===== src/hdl/rpn_pkg.sv =====
`default_nettype none
package rpn_pkg;

  localparam int STACK_DEPTH = 64;
  localparam int SP_W        = $clog2(STACK_DEPTH + 1);
  localparam int ADDR_W      = (STACK_DEPTH > 1) ? $clog2(STACK_DEPTH) : 1;

  localparam int WORD_W   = 32;
  localparam int MODE_W   = 3;
  localparam int NUMBER_W = 31;
  localparam int DEPTH_W  = 7;
  localparam int STATUS_W = 3;
  localparam int IN_W     = 40;
  localparam int OUT_W    = 48;

  localparam logic [MODE_W-1:0] OP_PUSH  = 3'd0;
  localparam logic [MODE_W-1:0] OP_ADD   = 3'd1;
  localparam logic [MODE_W-1:0] OP_SUB   = 3'd2;
  localparam logic [MODE_W-1:0] OP_MUL   = 3'd3;
  localparam logic [MODE_W-1:0] OP_DIV   = 3'd4;
  localparam logic [MODE_W-1:0] OP_POW   = 3'd5;
  localparam logic [MODE_W-1:0] OP_CLEAR = 3'd6;

  localparam logic [STATUS_W-1:0] ST_OK        = 3'd0;
  localparam logic [STATUS_W-1:0] ST_UNDERFLOW = 3'd1;
  localparam logic [STATUS_W-1:0] ST_FULL      = 3'd2;
  localparam logic [STATUS_W-1:0] ST_DIVZERO   = 3'd3;
  localparam logic [STATUS_W-1:0] ST_ZERONEG   = 3'd4;

  typedef struct packed {
    logic                done;
    logic [STATUS_W-1:0] status;
    logic [WORD_W-1:0]   result;
  } alu_resp_t;

endpackage
`default_nettype wire


===== src/hdl/rpn_ram.sv =====
`default_nettype none
module rpn_ram #(
  parameter int WIDTH = 32,
  parameter int DEPTH = 64,
  localparam int AW = (DEPTH > 1) ? $clog2(DEPTH) : 1
) (
  input  wire logic             clk,
  input  wire logic             we,
  input  wire logic [AW-1:0]    waddr,
  input  wire logic [WIDTH-1:0] wdata,
  input  wire logic [AW-1:0]    raddr,
  output logic      [WIDTH-1:0] rdata
);

  logic [WIDTH-1:0] mem [DEPTH];

  always_ff @(posedge clk) begin
    if (we) begin
      mem[waddr] <= wdata;
    end
    rdata <= mem[raddr];
  end

endmodule
`default_nettype wire


===== src/hdl/rpn_alu.sv =====
`default_nettype none
module rpn_alu import rpn_pkg::*; (
  input  wire logic              clk,
  input  wire logic              rst,
  input  wire logic              start,
  input  wire logic [MODE_W-1:0] op,
  input  wire logic [WORD_W-1:0] lhs,
  input  wire logic [WORD_W-1:0] rhs,
  output alu_resp_t              resp
);

  localparam logic [2:0] A_IDLE = 3'd0;
  localparam logic [2:0] A_MUL  = 3'd1;
  localparam logic [2:0] A_DIV  = 3'd2;
  localparam logic [2:0] A_DIVF = 3'd3;
  localparam logic [2:0] A_POWM = 3'd4;
  localparam logic [2:0] A_POWS = 3'd5;

  logic [2:0]          state;
  logic [WORD_W-1:0]   acc;
  logic [WORD_W-1:0]   base;
  logic [WORD_W-2:0]   ex;
  logic [WORD_W-1:0]   rem;
  logic [WORD_W-1:0]   quo;
  logic [WORD_W-1:0]   md;
  logic                neg;
  logic [4:0]          cnt;

  logic [WORD_W-1:0]   mul_a;
  logic [WORD_W-1:0]   mul_p;
  logic [WORD_W:0]     shifted;
  logic [WORD_W:0]     trial;
  logic                fits;

  // one multiplier serves plain multiply, accumulate and squaring
  assign mul_a   = (state == A_POWS) ? base : acc;
  assign mul_p   = mul_a * base;
  assign shifted = {rem, quo[WORD_W-1]};
  assign trial   = shifted - {1'b0, md};
  assign fits    = !trial[WORD_W];

  always_ff @(posedge clk) begin
    if (rst) begin
      state     <= A_IDLE;
      resp.done <= 1'b0;
    end else begin
      case (state)
        A_IDLE: begin
          if (start) begin
            case (op)
              OP_ADD: begin
                resp.result <= lhs + rhs;
                resp.status <= ST_OK;
                resp.done   <= 1'b1;
              end
              OP_SUB: begin
                resp.result <= lhs - rhs;
                resp.status <= ST_OK;
                resp.done   <= 1'b1;
              end
              OP_MUL: begin
                acc       <= lhs;
                base      <= rhs;
                state     <= A_MUL;
                resp.done <= 1'b0;
              end
              OP_DIV: begin
                if (rhs == '0) begin
                  resp.result <= '0;
                  resp.status <= ST_DIVZERO;
                  resp.done   <= 1'b1;
                end else begin
                  rem       <= '0;
                  quo       <= lhs[WORD_W-1] ? -lhs : lhs;
                  md        <= rhs[WORD_W-1] ? -rhs : rhs;
                  neg       <= lhs[WORD_W-1] ^ rhs[WORD_W-1];
                  cnt       <= '0;
                  state     <= A_DIV;
                  resp.done <= 1'b0;
                end
              end
              OP_POW: begin
                if (!rhs[WORD_W-1]) begin
                  acc       <= 32'd1;
                  base      <= lhs;
                  ex        <= rhs[WORD_W-2:0];
                  state     <= A_POWM;
                  resp.done <= 1'b0;
                end else begin
                  // negative exponent: only bases zero, one and minus one matter
                  resp.done <= 1'b1;
                  if (lhs == '0) begin
                    resp.result <= '0;
                    resp.status <= ST_ZERONEG;
                  end else if (lhs == 32'd1) begin
                    resp.result <= 32'd1;
                    resp.status <= ST_OK;
                  end else if (lhs == '1) begin
                    resp.result <= rhs[0] ? '1 : 32'd1;
                    resp.status <= ST_OK;
                  end else begin
                    resp.result <= '0;
                    resp.status <= ST_OK;
                  end
                end
              end
              default: begin
                resp.result <= '0;
                resp.status <= ST_OK;
                resp.done   <= 1'b1;
              end
            endcase
          end else begin
            resp.done <= 1'b0;
          end
        end
        A_MUL: begin
          resp.result <= mul_p;
          resp.status <= ST_OK;
          resp.done   <= 1'b1;
          state       <= A_IDLE;
        end
        A_DIV: begin
          rem       <= fits ? trial[WORD_W-1:0] : shifted[WORD_W-1:0];
          quo       <= {quo[WORD_W-2:0], fits};
          cnt       <= cnt + 5'd1;
          resp.done <= 1'b0;
          if (cnt == 5'd31) begin
            state <= A_DIVF;
          end
        end
        A_DIVF: begin
          resp.result <= neg ? -quo : quo;
          resp.status <= ST_OK;
          resp.done   <= 1'b1;
          state       <= A_IDLE;
        end
        A_POWM: begin
          if (ex == '0) begin
            resp.result <= acc;
            resp.status <= ST_OK;
            resp.done   <= 1'b1;
            state       <= A_IDLE;
          end else begin
            if (ex[0]) begin
              acc <= mul_p;
            end
            resp.done <= 1'b0;
            state     <= A_POWS;
          end
        end
        A_POWS: begin
          base      <= mul_p;
          ex        <= ex >> 1;
          resp.done <= 1'b0;
          state     <= A_POWM;
        end
        default: begin
          resp.done <= 1'b0;
          state     <= A_IDLE;
        end
      endcase
    end
  end

endmodule
`default_nettype wire


===== src/hdl/rpn_stack_evaluator_core.sv =====
// channel  dir  fields in tdata / tuser, lowest bit first
// -------  ---  ----------------------------------------------------------
// s_*      in   tdata: mode[2:0], number[33:3], zero pad [39:34]
// m_*      out  tdata: top_value[31:0], depth[38:32], status[41:39], pad
//
// Push, clear and underflow/full tokens go straight to the output. Divide makes
// one quotient bit a cycle in the shared unit, or ends at start for a zero divisor;
// power does a multiply and a square step per exponent bit up to its highest set
// bit. The stack sits in a single-port-write RAM with registered read, so each
// operator fetches its left operand in a read state first; the top is kept in a
// register. Synchronous reset empties the stack; RAM contents are not cleared.
// s_tready is low while a token is in work; a stalled result holds m_tdata
// and the next token is still taken while it waits.
`default_nettype none
module rpn_stack_evaluator_core import rpn_pkg::*; (
  input  wire logic             clk,
  input  wire logic             rst,
  input  wire logic             s_tvalid,
  output logic                  s_tready,
  input  wire logic [IN_W-1:0]  s_tdata,   // mode[2:0], number[33:3]
  output logic                  m_tvalid,
  input  wire logic             m_tready,
  output logic      [OUT_W-1:0] m_tdata    // top_value[31:0], depth[38:32], status[41:39]
);

  localparam logic [1:0] S_IDLE = 2'd0;
  localparam logic [1:0] S_READ = 2'd1;
  localparam logic [1:0] S_EXEC = 2'd2;
  localparam logic [1:0] S_OUT  = 2'd3;

  localparam logic [SP_W-1:0] SP_FULL = SP_W'(STACK_DEPTH);

  logic [1:0]          state;
  logic [SP_W-1:0]     sp;
  logic [WORD_W-1:0]   top;
  logic [MODE_W-1:0]   op;
  logic [STATUS_W-1:0] stat;

  logic                accept;
  logic [MODE_W-1:0]   in_mode;
  logic [NUMBER_W-1:0] in_num;
  logic [SP_W-1:0]     below;
  logic                push_ok;
  logic                we;
  logic [ADDR_W-1:0]   waddr;
  logic [WORD_W-1:0]   wdata;
  logic [WORD_W-1:0]   rd_data;
  alu_resp_t           resp;

  assign s_tready = (state == S_IDLE);
  assign accept   = s_tvalid && s_tready;
  assign in_mode  = s_tdata[MODE_W-1:0];
  assign in_num   = s_tdata[MODE_W+NUMBER_W-1:MODE_W];
  assign below    = sp - SP_W'(2);
  assign push_ok  = (in_mode == OP_PUSH) && (sp != SP_FULL);

  assign we    = (accept && push_ok) ||
                 (state == S_EXEC && resp.done && resp.status == ST_OK);
  assign waddr = (state == S_IDLE) ? sp[ADDR_W-1:0] : below[ADDR_W-1:0];
  assign wdata = (state == S_IDLE) ? {1'b0, in_num} : resp.result;

  rpn_ram #(
    .WIDTH (WORD_W),
    .DEPTH (STACK_DEPTH)
  ) u_ram (
    .clk   (clk),
    .we    (we),
    .waddr (waddr),
    .wdata (wdata),
    .raddr (below[ADDR_W-1:0]),
    .rdata (rd_data)
  );

  rpn_alu u_alu (
    .clk   (clk),
    .rst   (rst),
    .start (state == S_READ),
    .op    (op),
    .lhs   (rd_data),
    .rhs   (top),
    .resp  (resp)
  );

  always_ff @(posedge clk) begin
    if (rst) begin
      state    <= S_IDLE;
      sp       <= '0;
      m_tvalid <= 1'b0;
    end else begin
      // load a fresh result, or drop the one just taken
      if (state == S_OUT && (!m_tvalid || m_tready)) begin
        m_tvalid <= 1'b1;
      end else if (m_tvalid && m_tready) begin
        m_tvalid <= 1'b0;
      end
      case (state)
        S_IDLE: begin
          if (accept) begin
            op <= in_mode;
            case (in_mode)
              OP_PUSH: begin
                state <= S_OUT;
                if (push_ok) begin
                  top  <= {1'b0, in_num};
                  sp   <= sp + SP_W'(1);
                  stat <= ST_OK;
                end else begin
                  stat <= ST_FULL;
                end
              end
              OP_CLEAR: begin
                sp    <= '0;
                stat  <= ST_OK;
                state <= S_OUT;
              end
              OP_ADD, OP_SUB, OP_MUL, OP_DIV, OP_POW: begin
                if (sp < SP_W'(2)) begin
                  stat  <= ST_UNDERFLOW;
                  state <= S_OUT;
                end else begin
                  stat  <= ST_OK;
                  state <= S_READ;
                end
              end
              default: begin
                // unused mode: report only
                stat  <= ST_OK;
                state <= S_OUT;
              end
            endcase
          end
        end
        S_READ: begin
          state <= S_EXEC;
        end
        S_EXEC: begin
          if (resp.done) begin
            stat  <= resp.status;
            state <= S_OUT;
            if (resp.status == ST_OK) begin
              top <= resp.result;
              sp  <= sp - SP_W'(1);
            end
          end
        end
        S_OUT: begin
          if (!m_tvalid || m_tready) begin
            m_tdata <= {6'd0, stat, DEPTH_W'(sp), (sp == '0) ? WORD_W'(0) : top};
            state   <= S_IDLE;
          end
        end
        default: begin
          state <= S_IDLE;
        end
      endcase
    end
  end

endmodule
`default_nettype wire


===== config.mk =====
export PLATFORM = sky130hd
export DESIGN_NAME = rpn_stack_evaluator_core
export DESIGN_NICKNAME = d
export VERILOG_FILES = /design/src/hdl/rpn_pkg.sv /design/src/hdl/rpn_ram.sv /design/src/hdl/rpn_alu.sv /design/src/hdl/rpn_stack_evaluator_core.sv
export SDC_FILE = /design/constraint.sdc
export NUM_CORES = 2
export LEC_CHECK = 0
export BUFFER_PORTS_ARGS = -buffer_cell sky130_fd_sc_hd__buf_2
export CORE_ASPECT_RATIO = 1.75
export CORE_UTILIZATION = 40
export CTS_CLUSTER_SIZE = 24
export DETAILED_ROUTE_END_ITERATION = 12
export GPL_ROUTABILITY_DRIVEN = 0
export PLACE_DENSITY = 0.62
export SYNTH_ARGS = -nofsm -noshare
export SYNTH_HDL_FRONTEND = slang
export SYNTH_HIERARCHICAL = 1
export SYNTH_SLANG_ARGS = --single-unit

===== constraint.sdc =====
create_clock -name clk -period 8.6 [get_ports clk]
set_input_delay 1.29 -clock clk [delete_from_list [all_inputs] [get_ports clk]]
set_output_delay 1.29 -clock clk [all_outputs]
set_load 0.005 [all_outputs]

# [Word level (Yosys, flattened, before mapping)]
# Memories as Yosys holds them, arrays and structs flattened. A register that Yosys moved wholly into a read port is not among the register bits.
# Cells that the tools add are included.
[totals] register_bits=326 ramBits=2048 input_bits=44 elab_cells=208 n_memories=1
[op_classes] n_addsub=10 mul=1 magnitude_cmp=1 n_eq_ne=47 mux=84 n_bitwise=3 reduce_logical=40
[memory_table] name="u_ram.mem" words=64 word_bits=32 rd=1 rd_ports_with_merged_regs=1 wr=1 line="rpn_ram.sv:15" source="logic [WIDTH-1:0] mem [DEPTH];"
[op_table] op="2-to-1 mux 32 bit" n=25
[op_table] op="case mux 32 bit (2 select lines)" n=7
[op_table] op="2-to-1 mux 35 bit" n=5
[op_table] op="case mux 35 bit (5 select lines)" n=1
[op_table] op="case mux 35 bit (4 select lines)" n=1
[op_table] op="2-to-1 mux 31 bit" n=4
[op_table] op="negator 32 bit" n=3
[op_table] op="zero test 32 bit" n=2
[op_table] op="case mux 31 bit (2 select lines)" n=1
[op_table] op="subtractor 33 x 32 -> 33 bit" n=1
[op_table] op="adder 32 bit" n=1
[op_table] op="== test 32 x 1 -> 1 bit (second input constant)" n=1
[op_table] op="== test 32 bit (second input constant)" n=1
[op_table] op="multiplier 32 x 32 -> 32 bit" n=1
[op_table] op="subtractor 32 bit" n=1
[op_table] op="zero test 31 bit" n=1
[op_table] op="2-to-1 mux 7 bit" n=4
[op_table] op="case mux 7 bit (2 select lines)" n=2
[op_table] op="AND reduction 5 bit" n=5
[op_table] op="== test 3 bit (second input constant)" n=7
[op_table] op="2-to-1 mux 3 bit" n=7
[op_table] op="AND reduction 7 bit" n=3
[op_table] op="!= test 2 x 1 -> 1 bit (second input constant)" n=10
[op_table] op="== test 3 x 2 -> 1 bit (second input constant)" n=6
[op_table] op="40 further kinds" n=86

# [Depth between registers and ports, before layout]
[depth] word_depth=8 depth_mapped=32

# [By module]
# The synthesis kept the hierarchy.
[modules_own_cells] module="rpn_ram" instances=1 cells_per_inst=3511 area_each_um2=79039.6 seq_area_each_um2=62139.6
[modules_own_cells] module="rpn_alu" instances=1 cells_per_inst=3625 area_each_um2=32618.8 seq_area_each_um2=7016.7
[modules_own_cells] module="rpn_stack_evaluator_core" instances=1 cells_per_inst=337 area_each_um2=4526.8 seq_area_each_um2=2602.5

# [Worst setup path after synthesis]
# Ideal clock, no wire load.
[synth_timing] path_type="reg2reg" start="register top[0]" end="register u_alu.cnt[0] (enable)" arrival_ns=8.401 t_required_ns=7.934 path_slack_ns=-0.468 stages_incl_launch_ff=13 synth_period_minus_slack_ns=9.068 path_cell_list="edfxtp_1 inv_1 ha_1 or3b_1 or3_1 nor3_1 nand2b_1 nor2_1 nand3_1 nor3_1 nor3_1 a21oi_1 nor4_1"
[synth_via] elab_chain_len=3
[synth_rtl] item="from (decl)" line="rpn_stack_evaluator_core.sv:35" source="logic [WORD_W-1:0] top;"
[synth_rtl] item="from (signal assigned)" line="rpn_stack_evaluator_core.sv:104" source="top <= {1'b0, in_num};"
[synth_rtl] item="from (signal assigned)" line="rpn_stack_evaluator_core.sv:141" source="top <= resp.result;"
[synth_rtl] item="zero test 32 bit" line="rpn_alu.sv:68" source="if (rhs == '0) begin"
[synth_rtl] item="!= test 2 bit (no source line)"
[synth_rtl] item="AND reduction 5 bit (no source line)"
[synth_rtl] item="to (signal assigned)" line="rpn_alu.sv:126" source="cnt <= cnt + 5'd1;"
[synth_rtl] item="to (decl)" line="rpn_alu.sv:27" source="logic [4:0] cnt;"
# No other way between the ends.
# A chain may end at the register's enable or synchronous reset.

# [Worst setup path after layout]
[layout_timing] start="register u_alu.state[1]" end="register u_alu/resp[28] (netlist name)"
[layout_via] elab_chain_len=4
[layout_rtl] item="from (decl)" line="rpn_alu.sv:19" source="logic [2:0] state;"
[layout_rtl] item="from (signal assigned)" line="rpn_alu.sv:44" source="state <= A_IDLE;"
[layout_rtl] item="from (signal assigned)" line="rpn_alu.sv:64" source="state <= A_MUL;"
[layout_rtl] item="from (signal assigned)" line="rpn_alu.sv:78" source="state <= A_DIV;"
[layout_rtl] item="== test 3 bit" line="rpn_alu.sv:36" source="assign mul_a = (state == A_POWS) ? base : acc;"
[layout_rtl] item="2-to-1 mux 32 bit" line="rpn_alu.sv:36"
[layout_rtl] item="multiplier 32 x 32 -> 32 bit" line="rpn_alu.sv:37" source="assign mul_p = mul_a * base;"
[layout_rtl] item="case mux 35 bit (4 select lines) *" line="rpn_alu.sv:47" source="case (state)"
# Mark *: on every way between the ends. The rest lies on a longest branch, timed or not.

==> impl_results.md <==
- Status: completed
- Critical-path top delay cell: fa_1
- Worst setup SP type: flop
- Setup CP Type: flop to flop
- Critical Path Most Common Cell: fa_1
- Hold Startpoint: stat[0]
- Area Overhead vs Synth: 11.3%
- Crit-path max FO: 28
- Max stage delay on crit path: 570 ps
- Clk root buf: clkbuf_16
- # IOs: between 90 and 100
- I/O Buffers: just over 80
- Register area share after synthesis: 61.8%
- Crit path max-delay family: adder cells
- FP Rows: roughly 260
- Max-slew headroom: 8.50%
- Largest net degree at the start of global routing: 98
- Die span in x: 409 µm
- Die height: a little over 700 µm
- PnR worst setup slack: 265 ps
- Overall routing resource usage: roughly a quarter
- Adder-Cell Fraction of Synth Area: 9.25%
- Bufs and invs on worst path: 7
- Area contributors post-synth: edfxtp_1 (61%), mux4_2 (8.6%), fa_1 (7.1%)
- Critical R2R Launch: u_alu/state[1]
- Htree depth: 4
- Syn avg cell area: 15.5 µm²
- CORE AREA: 289,000 µm²
- Initial antenna violation count: 31
- Cell count after synthesis: 7,473
- Launch point of the worst path: u_alu/state[1]
- Global-route wire length before repair: 496 mm
- Detail Placement HPWL: between 200 and 250 mm
- FF-to-FF End: u_alu/resp[28]
- Library cells used by synthesis: 100
- Yosys warns: 6
- Gr ovfl total: 0
- Max-Cap Viols: 0
- Top_reg_cell synth: edfxtp_1
- Setup crit end: u_alu/resp[28]
- Biggest area consumer among synthesized cells: edfxtp_1
- Final Critical Period: about 8300 ps
- Clk slew on worst S/H paths: 80 ps
- Finish-stage setup viols: 0
- Post-DRT Antenna Nets: 0
- R2R Setup Slk: 270 ps
- EDFF count, synth: 2,359
- CTS Sinks: 2,405
- Final worst-path cycle share: 96.9%
- Detailed-route wire length: 347 mm
- Final setup skew: 79.6 ps
- TritonCTS Buffers: roughly 210
- Worst Hold Class: flop to flop
- WP data arrival: 8960 ps
- Synth Area in XOR/XNOR: 1.94%
- Fin. Hold Viols: 0
- CP endpoint kind: flop
- Final net count: 8,298
- DRC: 0
- Mux cell area share after synthesis: between 10% and 20%
- Pre-CTS setup slack: 35.0 ps
- Starting density of the core: 40.2%
- R2R depth: 26
- Post-Synth Simple-Gate Area: 6.49%
- Post-synthesis register bit count: roughly 2,400
- Main combinational cell family by area after synthesis: multiplexers
- Highest clock rate: 120 MHz
- Wire length per cell: 29.7 µm
- Via-per-instance ratio: 5.88
- Data required time of the worst path: just over 9000 ps
- Synth top cells by count: edfxtp_1 (2,359), nand2_1 (629), inv_1 (466), mux4_2 (446), fa_1 (410)
- TritonCTS clock tree: yes
- Vias in the first global route: 70,601
- Clk Latency, worst-skew pair: 900 ps
- Top cell type's share of synthesized area: 61.0%
- Worst slew pin tran: between 1000 and 1500 ps
- Asr flop ratio synth: 0%
- Share of layout cells above drive strength 1: 17.7%
- Final Max Slew Viols: 0
- Longest Clk Path Bufs: 4
- Initial DRC Count: 7,605
- Most common cell in the netlist: edfxtp_1
- Vias: 68,631
- Die area: 293,000 µm²
- Post-synthesis instance area: approximately 120,000 µm²
- Crit path depth: 26
- Compound-Gate Fraction of Synth Area: under 10%
- Drt first pass iters: 6
what timing repair did:
action,CTS,global route
endpoints found under the hold margin,0,0
hold buffers,0,0
setup buffers,0,0
gates resized for setup,1,9
pin swaps,0,2
endpoints found under the setup margin,1,5
layout make-up:
cell class	instances	area [µm²]
Antenna cell	63	158
Clock buffer	252	5480
Sequential cell	2405	71800
Timing Repair Buffer	392	2910
Inverter	466	1760
Multi-Input combinational cell	4167	41200
Tap cell	3813	4770
Fill cell	25240	159000
Clock inverter	121	1350
how the worst min path moves through the flow:
stage	endpoint	slack (ps)	cells past startpoint
after floorplan	m_tdata[39]	400	0
after global placement	m_tdata[39]	430	0
after detailed placement	m_tdata[39]	420	0
after CTS	m_tdata[39]	430	0
after global routing	m_tdata[39]	440	0
final	m_tdata[39]	430	0
layout by cell type (no fill, tap or decap), types with 99 or more instances in the layout:
cell type  count
nand3_1       99
inv_1        464
ha_1         201
xnor2_1      143
nor2_1       134
o21ai_0      206
buf_4        297
edfxtp_1    2359
a21oi_1      177
clkbuf_16    212
and2_1       318
a22oi_1      135
mux2i_1      202
nand2_1      627
fa_1         409
xor2_1       108
mux4_2       446
per-layer routing:
metal  up-vias  share of wire [%]  track usage [%]
met1     36073                 35             27.9
met3       859                7.5             3.33
met5         -              0.033                0
met2      3219                 51             40.4
li1      28464                  -                -
met4        16                6.6             14.1
cells by family after synthesis:
kind of cell             after synthesis
XOR/XNOR                             256
AO/OA/AOI/OAI                       1005
multiplexers                         736
AND/OR/NAND/NOR                     1551
other                                  1
buffers and inverters                906
flip-flops                          2405
adder cells (fa/ha/maj)              613
per-stage QoR:
step           std cells  cell area [µm²]  setup TNS, ps  util (%)  hold slack, ps
2_1_floorplan       7478           116000              0         -             400
3_3_place_gp       11243           122000              0      42.4             432
3_5_place_dp       11243           122000              0      42.4             416
4_1_cts            11616           129000              0      44.7             429
5_1_grt            11635           129000          -9.79      44.8             437
6_report           11679           129000              0      44.8             431
registers in the layout (all words and copies together) (netlist names), 2 cells and up:
name / count
u_alu/acc: 32
u_alu/md: 32
u_alu/ex: 31
u_alu/quo: 32
top: 32
u_alu/rem: 32
u_ram/rdata: 32
op: 3
u_alu/cnt: 5
state: 2
u_ram/mem: 2048
stat: 3
u_alu/base: 32
sp: 7
u_alu/state: 3
u_alu/resp: 35
m_tdata: 42
worst reg2reg max path: cells and delay by family, from the launching register on:
family                   cells  cell delay [ps]
AO/OA/AOI/OAI                4              900
XOR/XNOR                     1              180
adder cells (fa/ha/maj)      9             4360
buffers and inverters        7             1090
flip-flops                   1              320
multiplexers                 1              440
AND/OR/NAND/NOR              4              810
Power is left out: the tool's default activity adds up to more than one toggle a clock period on the data nets, which glitch-free logic cannot reach.
